$ cat src/fps_pkg.sv
// shared types and constants of the frame packet segmenter
package fps_pkg;

	localparam int BITS_W   = 24;                 // frame length in bits
	localparam int TIME_W   = 32;                 // frame duration in microseconds
	localparam int BYTE_SH  = 3;                  // bits to bytes
	localparam int BYTES_W  = BITS_W - BYTE_SH;   // frame length in bytes
	localparam int GAP_W    = 32;
	localparam int PKT_W    = 16;
	localparam int CFG_W    = 16;
	localparam int IN_W     = BITS_W + TIME_W;    // 56, whole bytes
	localparam int OUT_W    = GAP_W + PKT_W;      // 48, whole bytes
	localparam int DIV_W    = 32;                 // dividend and quotient width
	localparam int DSR_W    = 16;                 // divisor and remainder width
	localparam int STEP_W   = $clog2(DIV_W + 1);

	localparam logic [CFG_W-1:0] PKT_SIZE_RST = 16'd1500;

	// controller to datapath
	typedef struct packed {
		logic load;        // take a new frame request
		logic start_cnt;   // divide bytes by packet size
		logic chk;         // latch packet count
		logic start_time;  // divide duration by packet count
		logic emit;        // issue one packet
		logic emit_err;    // issue the too-many result
	} fps_cmd_t;

	// datapath to controller
	typedef struct packed {
		logic div_done;
		logic too_many;
		logic last_pkt;
		logic out_free;
	} fps_sts_t;

endpackage

$ cat src/frame_packet_segmenter.sv
// top level of the frame packet segmenter
//
// cuts each frame request into packets of the configured payload size
// s_axis: one request per frame, tdata = {frame_time_us, frame_bits}
// m_axis: one result per packet, tdata = {packet_bytes, gap_us},
//   tlast marks the final packet, tuser flags a frame needing too many packets
// cfg: write channel for the packet size, always ready, write only while idle
// a packet size of zero acts as one
// the bytes are divided by the size, the count is checked, the duration is
//   divided by the count and then the output register is loaded; both
//   divisions run in turn on the one shared bit-serial divider, and no new
//   frame is taken until the last packet of the current one is issued
// a frame needing more than MAX_PACKETS packets gives one result with
//   tuser set and all other fields zero
// reset clears the state machine and the output valid flag and sets the
//   packet size to 1500; s_axis_tready is high right after reset
// a stalled receiver holds the output register and pauses packet issue;
//   a new frame is taken as soon as the last packet sits in the register
module frame_packet_segmenter import fps_pkg::*; #(
	parameter int MAX_PACKETS = 64
) (
	input  logic             clk,
	input  logic             arst_n,
	input  logic             s_axis_tvalid,
	output logic             s_axis_tready,
	input  logic [IN_W-1:0]  s_axis_tdata,   // frame_bits[23:0], frame_time_us[55:24]
	output logic             m_axis_tvalid,
	input  logic             m_axis_tready,
	output logic [OUT_W-1:0] m_axis_tdata,   // gap_us[31:0], packet_bytes[47:32]
	output logic             m_axis_tlast,
	output logic             m_axis_tuser,   // too_many
	input  logic             cfg_valid,
	output logic             cfg_ready,
	input  logic [CFG_W-1:0] cfg_data        // packet_size
);

	fps_cmd_t cmd;
	fps_sts_t sts;

	// the size register takes a write in any cycle
	assign cfg_ready = 1'b1;

	fps_ctrl u_ctrl (
		.clk      (clk),
		.arst_n   (arst_n),
		.in_valid (s_axis_tvalid),
		.in_ready (s_axis_tready),
		.sts      (sts),
		.cmd      (cmd)
	);

	fps_dp #(
		.MAX_PACKETS (MAX_PACKETS)
	) u_dp (
		.clk       (clk),
		.arst_n    (arst_n),
		.cmd       (cmd),
		.sts       (sts),
		.cfg_we    (cfg_valid & cfg_ready),
		.cfg_data  (cfg_data),
		.in_data   (s_axis_tdata),
		.out_valid (m_axis_tvalid),
		.out_ready (m_axis_tready),
		.out_data  (m_axis_tdata),
		.out_last  (m_axis_tlast),
		.out_err   (m_axis_tuser)
	);

endmodule

$ cat src/fps_div.sv
// iterative restoring divider, one quotient bit per cycle
module fps_div import fps_pkg::*; (
	input  logic             clk,
	input  logic             arst_n,
	input  logic             start,
	input  logic [DIV_W-1:0] dividend,
	input  logic [DSR_W-1:0] divisor,
	output logic             done,
	output logic [DIV_W-1:0] quotient,
	output logic [DSR_W-1:0] remainder
);

	logic [DIV_W-1:0]  dq_q;
	logic [DSR_W-1:0]  r_q;
	logic [DSR_W-1:0]  d_q;
	logic [STEP_W-1:0] step_q;
	logic [DSR_W:0]    trial;
	logic [DSR_W:0]    diff;
	logic              fits;

	assign trial = {r_q, dq_q[DIV_W-1]};
	assign diff  = trial - {1'b0, d_q};
	assign fits  = trial >= {1'b0, d_q};

	always_ff @(posedge clk or negedge arst_n) begin
		if (!arst_n) begin
			step_q <= '0;
		end else if (start) begin
			step_q <= STEP_W'(DIV_W);
		end else if (step_q != '0) begin
			step_q <= step_q - 1'b1;
		end
	end

	always_ff @(posedge clk) begin
		if (start) begin
			dq_q <= dividend;
			r_q  <= '0;
			d_q  <= divisor;
		end else if (step_q != '0) begin
			dq_q <= {dq_q[DIV_W-2:0], fits};
			r_q  <= fits ? diff[DSR_W-1:0] : trial[DSR_W-1:0];
		end
	end

	// last step runs in this cycle, results valid from the next one
	assign done      = (step_q == STEP_W'(1));
	assign quotient  = dq_q;
	assign remainder = r_q;

endmodule

$ cat src/fps_dp.sv
// datapath: size register, divider, packet counters and output register
module fps_dp import fps_pkg::*; #(
	parameter int MAX_PACKETS = 64
) (
	input  logic             clk,
	input  logic             arst_n,
	input  fps_cmd_t         cmd,
	output fps_sts_t         sts,
	input  logic             cfg_we,
	input  logic [CFG_W-1:0] cfg_data,
	input  logic [IN_W-1:0]  in_data,
	output logic             out_valid,
	input  logic             out_ready,
	output logic [OUT_W-1:0] out_data,
	output logic             out_last,
	output logic             out_err
);

	localparam int CNT_W = $clog2(MAX_PACKETS + 1);
	localparam int QC_W  = BYTES_W + 1;

	logic [CFG_W-1:0]   packet_size_q;
	logic [PKT_W-1:0]   size;
	logic [BYTES_W-1:0] in_bytes;
	logic [TIME_W-1:0]  time_q;
	logic [BYTES_W-1:0] rem_bytes_q;
	logic [CNT_W-1:0]   left_q;
	logic [CNT_W-1:0]   cnt;
	logic [QC_W-1:0]    cnt_full;
	logic               last;

	logic               div_start;
	logic [DIV_W-1:0]   dividend;
	logic [DSR_W-1:0]   divisor;
	logic               div_done;
	logic [DIV_W-1:0]   div_q;
	logic [DSR_W-1:0]   div_r;

	logic               out_valid_q;
	logic [GAP_W-1:0]   gap_q;
	logic [PKT_W-1:0]   pkt_bytes_q;
	logic               last_q;
	logic               err_q;

	always_ff @(posedge clk or negedge arst_n) begin
		if (!arst_n) begin
			packet_size_q <= PKT_SIZE_RST;
		end else if (cfg_we) begin
			packet_size_q <= cfg_data;
		end
	end

	// a size of zero behaves as one
	assign size     = (packet_size_q == '0) ? PKT_W'(1) : packet_size_q;
	assign in_bytes = in_data[BITS_W-1:BYTE_SH];

	// count = ceil(bytes / size), at least one
	assign cnt_full = div_q[QC_W-1:0] + QC_W'(div_r != '0);
	assign cnt      = (cnt_full == '0) ? CNT_W'(1) : cnt_full[CNT_W-1:0];

	assign div_start = cmd.start_cnt | cmd.start_time;
	assign dividend  = cmd.start_time ? time_q : DIV_W'(in_bytes);
	assign divisor   = cmd.start_time ? DSR_W'(cnt) : size;

	fps_div u_div (
		.clk       (clk),
		.arst_n    (arst_n),
		.start     (div_start),
		.dividend  (dividend),
		.divisor   (divisor),
		.done      (div_done),
		.quotient  (div_q),
		.remainder (div_r)
	);

	always_ff @(posedge clk) begin
		if (cmd.load) begin
			time_q      <= in_data[IN_W-1:BITS_W];
			rem_bytes_q <= in_bytes;
		end else if (cmd.emit) begin
			rem_bytes_q <= rem_bytes_q - BYTES_W'(size);
		end
		if (cmd.chk) begin
			left_q <= cnt;
		end else if (cmd.emit) begin
			left_q <= left_q - 1'b1;
		end
	end

	assign last = (left_q == CNT_W'(1));

	always_ff @(posedge clk or negedge arst_n) begin
		if (!arst_n) begin
			out_valid_q <= 1'b0;
		end else if (cmd.emit || cmd.emit_err) begin
			out_valid_q <= 1'b1;
		end else if (out_ready) begin
			out_valid_q <= 1'b0;
		end
	end

	// during emit the divider holds share and extra from the time division
	always_ff @(posedge clk) begin
		if (cmd.emit) begin
			gap_q       <= last ? div_q + GAP_W'(div_r) : div_q;
			pkt_bytes_q <= last ? rem_bytes_q[PKT_W-1:0] : size;
			last_q      <= last;
			err_q       <= 1'b0;
		end else if (cmd.emit_err) begin
			gap_q       <= '0;
			pkt_bytes_q <= '0;
			last_q      <= 1'b0;
			err_q       <= 1'b1;
		end
	end

	assign sts.div_done = div_done;
	assign sts.too_many = cnt_full > QC_W'(MAX_PACKETS);
	assign sts.last_pkt = last;
	assign sts.out_free = !out_valid_q || out_ready;

	assign out_valid = out_valid_q;
	assign out_data  = {pkt_bytes_q, gap_q};
	assign out_last  = last_q;
	assign out_err   = err_q;

endmodule

$ cat src/fps_ctrl.sv
// controller state machine of the frame packet segmenter
module fps_ctrl import fps_pkg::*; (
	input  logic     clk,
	input  logic     arst_n,
	input  logic     in_valid,
	output logic     in_ready,
	input  fps_sts_t sts,
	output fps_cmd_t cmd
);

	typedef enum logic [5:0] {
		ST_IDLE     = 6'b000001,
		ST_DIV_CNT  = 6'b000010,
		ST_CHK      = 6'b000100,
		ST_DIV_TIME = 6'b001000,
		ST_EMIT     = 6'b010000,
		ST_ERR      = 6'b100000
	} fps_state_t;

	fps_state_t state_q;
	fps_state_t state_d;

	always_ff @(posedge clk or negedge arst_n) begin
		if (!arst_n) begin
			state_q <= ST_IDLE;
		end else begin
			state_q <= state_d;
		end
	end

	always_comb begin
		state_d  = state_q;
		cmd      = '0;
		in_ready = 1'b0;
		case (state_q)
			ST_IDLE: begin
				in_ready = 1'b1;
				if (in_valid) begin
					cmd.load      = 1'b1;
					cmd.start_cnt = 1'b1;
					state_d       = ST_DIV_CNT;
				end
			end
			ST_DIV_CNT: begin
				if (sts.div_done) begin
					state_d = ST_CHK;
				end
			end
			ST_CHK: begin
				cmd.chk = 1'b1;
				if (sts.too_many) begin
					state_d = ST_ERR;
				end else begin
					cmd.start_time = 1'b1;
					state_d        = ST_DIV_TIME;
				end
			end
			ST_DIV_TIME: begin
				if (sts.div_done) begin
					state_d = ST_EMIT;
				end
			end
			ST_EMIT: begin
				if (sts.out_free) begin
					cmd.emit = 1'b1;
					if (sts.last_pkt) begin
						state_d = ST_IDLE;
					end
				end
			end
			ST_ERR: begin
				if (sts.out_free) begin
					cmd.emit_err = 1'b1;
					state_d      = ST_IDLE;
				end
			end
			default: begin
				state_d = ST_IDLE;
			end
		endcase
	end

endmodule

$ cat config.mk
export PLATFORM = sky130hd
export DESIGN_NAME = frame_packet_segmenter
export DESIGN_NICKNAME = d
export VERILOG_FILES = /design/src/fps_pkg.sv /design/src/frame_packet_segmenter.sv /design/src/fps_div.sv /design/src/fps_dp.sv /design/src/fps_ctrl.sv
export SDC_FILE = /design/constraint.sdc
export NUM_CORES = 1
export LEC_CHECK = 0
export ABC_AREA = 1
export BUFFER_PORTS_ARGS = -buffer_cell sky130_fd_sc_hd__buf_2
export CAP_MARGIN = 10
export CELL_PAD_IN_SITES_DETAIL_PLACEMENT = 0
export CELL_PAD_IN_SITES_GLOBAL_PLACEMENT = 2
export CORE_ASPECT_RATIO = 0.8
export CORE_MARGIN = 2
export CORE_UTILIZATION = 36
export DETAILED_ROUTE_END_ITERATION = 16
export PLACE_DENSITY_LB_ADDON = 0.1
export REMOVE_ABC_BUFFERS = 1
export SLEW_MARGIN = 15
export SYNTH_ARGS = -nofsm -noshare
export SYNTH_HDL_FRONTEND = slang
export SYNTH_SLANG_ARGS = --single-unit
$ cat constraint.sdc
create_clock -name clk -period 4.1 [get_ports clk]
set_clock_uncertainty 0.05 [all_clocks]
set_input_delay 0.41 -clock clk [delete_from_list [all_inputs] [get_ports clk]]
set_output_delay 0.41 -clock clk [all_outputs]
set_load 0.01 [all_outputs]
==> impl_metrics.toml <==
[layout]
area_growth_pct = 15.12
final_area_mm2 = 0.01373
nets = 1725
n_fill_cell = 3319
finalCoreUtilization_pct = 42.17
drive_gt1_share_pct = 12.96
n_antenna_cell = 0

[placed_design]
numPortBuffers = 125
pre_cts_slack_ns = 0.4928
post_dp_cell_area_mm2 = 0.01312
routabilityCongestion = 0.8521
place_hpwl_um = 28130

[timing]
fin_crit_sh_pct = 87.84
grt_setup_unrepaired = "no"
worst_pin_slew_ns = 0.9561
timing.slew.headroom_pct = 36.19
hold_ws_ns = 0.07155
max_freq_mhz = 277.7
report.final.hold_viol_count = 0
fin_tns_setup_ns = 0
setup_ws_ns = 0.4984
slew_viol_final = 0
period_needed_ns = 3.602
setup_viol = 0

[die]
die-area_mm2 = 0.03461
core_area_mm2 = 0.03256
initial_core_util_pct = 36.63
num_rows = 59
die_y_um = 166.8
fp.dieW_um = 207.5
pin_count = 130

[power]
pwr-share-seq_pct = 34.5
p_leak_nw = 6.154
combPwrFrac_pct = 48.1
p_sw_mw = 4.568
p_int_mw = 5.414
swShare_pct = 45.76
clkPwrFrac_pct = 17.3
vdd_drop_max_v = 0.0003295
power_density_mw_per_mm2 = 727.1

[clock_tree]
cts_tree = "done"
clk_pin_slew_ns = 0.08
cts_setup_buffers = 0
clock_sinks = 198
h-tree-depth = 4
cts_buffers = 17
clk_latency_ns = 0.46
cts_buffer_depth = 2
cts_resized = 0
cts-root-buf = "clkbuf_16"

[yosys]
synthCells = 1467
synth_commonest_cells = "nand2_1, inv_1, nor2_1"
synth_cell_types = 45
synth_warnings = 0
postSynth.asyncResetShare_pct = 14.65
synth.most_common_cell = "nand2_1"
avgSynthCellArea_um2 = 8.129
synth_top_area_cell = "edfxtp_1"
ys_top_cells_by_area = "edfxtp_1, nand2_1, nand3_1"
synth_ff_type = "edfxtp_1"
synth_top_cell_area_share_pct = 38.28
synth_seq_cells = 198
synth_edf_count = 152
netlist_area_mm2 = 0.01193
yosysSeqAreaShare_pct = 47.30

[worst_setup_path]
crit_required_ns = 4.16
end_kind = "flop"
worstSetupPathType = "reg2reg"
start_kind = "flop"
cp_max_fo = 37
crit_arrival_ns = 3.66

[route]
first_pass_iters = 5
drtIter0Drc = 881
ant_nets = 0
wirelength_um = 36950
drc = 0
vias = 10294
via_per_inst = 5.066
wl_per_cell_um = 18.18

[run]
drv_cap = 0

[run_status]
status = "finished, final reports clean"

[global_routing]
grt-ovfl-total = 0
grt_max_degree = 73
grtUsageTotal_pct = 21.46
grt_pass1_wl_um = 56960
grt_pass1_vias = 9783
antenna_found_initial = 0

[hold_path]
hold_class = "in2reg"
==> path summary, 6_finish.rpt <==
| kind | endpoint | slack [ns] | depth (start not counted) | from |
|---|---|---|---|---|
| worst min-delay path | u_dp.time_q[24]$_DFFE_PP_ | 0.07 | 1 | s_axis_tdata[48] |
| worst max register to register | u_dp.u_div.d_q[11]$_SDFFCE_PN0P_ | 0.50 | 13 | u_dp.u_div.remainder[8]$_SDFFE_PP0P_ |
| max in group asynchronous | u_dp.packet_size_q[1]$_DFFE_PN0P_ | 3.07 | 2 | arst_n |
| worst max-delay path | u_dp.u_div.d_q[11]$_SDFFCE_PN0P_ | 0.50 | 13 | u_dp.u_div.remainder[8]$_SDFFE_PP0P_ |
| min in group asynchronous | u_dp.packet_size_q[11]$_DFFE_PN0P_ | 0.48 | 2 | arst_n |
| worst min register to register | u_dp.out_err$_SDFFE_PP0P_ | 0.44 | 2 | u_dp.out_err$_SDFFE_PP0P_ |
==> layout by cell type (no fill, tap or decap), types with 4 or more instances in the layout <==
master | Yosys | routed
dfrtp_1 | 21 | 21
nor4_1 | 12 | 11
buf_2 | 14 | 125
dfxtp_1 | 17 | 17
a21boi_0 | 4 | 4
nand3b_1 | 22 | 22
ha_1 | 53 | 53
xnor2_1 | 13 | 13
clkbuf_16 | 0 | 17
nand2_1 | 362 | 361
o21ai_1 | 8 | 8
a21o_1 | 7 | 7
nand4_1 | 21 | 21
or2_2 | 6 | 6
inv_1 | 167 | 167
nor2_1 | 155 | 154
edfxtp_1 | 152 | 152
nor3_1 | 7 | 7
buf_4 | 5 | 20
xor2_1 | 21 | 21
nand3_1 | 142 | 142
o21ai_0 | 99 | 99
o21bai_1 | 4 | 4
buf_12 | 0 | 4
a21oi_1 | 85 | 85
nor2_2 | 5 | 5
o22ai_1 | 7 | 7
dfstp_2 | 8 | 8
==> what timing repair did <==
item | in CTS | in global routing
endpoints found under the hold margin | 21 | 0
setup endpoints to repair | 0 | 0
hold buffers | 1 | 0
==> state kept, by name, indices dropped and copies added, names as in the netlist, 6 cells and up <==
signal,flops
u_dp.gap_q,32
u_dp.time_q,32
u_dp.u_div.quotient,32
u_dp.packet_size_q,16
u_dp.pkt_bytes_q,16
u_dp.rem_bytes_q,16
u_dp.u_div.d_q,16
u_dp.u_div.remainder,16
u_dp.left_q,7
u_ctrl.state_q,6
u_dp.u_div.step_q,6
==> worst max-delay path, cell delays in order, from the launching register on <==
cell and delay, ns:
dfxtp_1 0.32, nor4_1 0.54, nand4_1 0.26, ha_1 0.29, ha_1 0.25, nand3_1 0.14
xor2_1 0.32, nand3_1 0.14, inv_1 0.09, o21ai_1 0.07, nor2_2 0.15, nand3_4 0.10
nand2_2 0.12, buf_4 0.41
==> kinds of logic after synthesis <==
| group | count (synthesis) | share of synthesized area, % |
|---|---|---|
| flops | 198 | 47.30 |
| compound gates | 225 | 10.10 |
| simple gates | 740 | 26.87 |
| fa+ha+maj | 56 | 6.064 |
| xor+xnor | 34 | 2.497 |
| buf+inv | 212 | 7.040 |
| mux | 1 | 0.09442 |
| other cells | 1 | 0.03145 |
==> layout make-up <==
class	instances	area [um2]	share of cell area (%)
clock inverters	14	166.4	1.212
inverters	168	630.6	4.594
repair buffers	150	865.8	6.307
clock buffers	18	429.2	3.126
well taps	427	534.3	3.892
flip-flops and latches	198	5640	41.09
multi-input cells	1057	5461	39.78
==> metrics by stage <==
step,power (mW),cells
6_report,9.981,2032
5_1_grt,10.86,2032
4_1_cts,10.02,2032
3_5_place_dp,8.264,1999
3_3_place_gp,8.242,1999
2_1_floorplan,6.683,1423
==> routing by layer <==
layer	vias to the layer above	GRT usage, %	share of wire [%]
met2	262	30.43	41
met4	0	4.379	1.1
met1	4817	33.93	53
li1	5195	-	-
met3	20	3.507	4.9
met5	-	0	0
==> power groups by stage <==
stage / sequential, mW / clock (mW) / combinational (mW)
6_report: 3.45 / 1.73 / 4.80
5_1_grt: 3.50 / 1.86 / 5.50
2_1_floorplan: 3.22 / 0 / 3.46
4_1_cts: 3.43 / 1.78 / 4.81
3_3_place_gp: 3.47 / 0 / 4.78
3_5_place_dp: 3.48 / 0 / 4.79
Power figures use the tool's default switching activity.
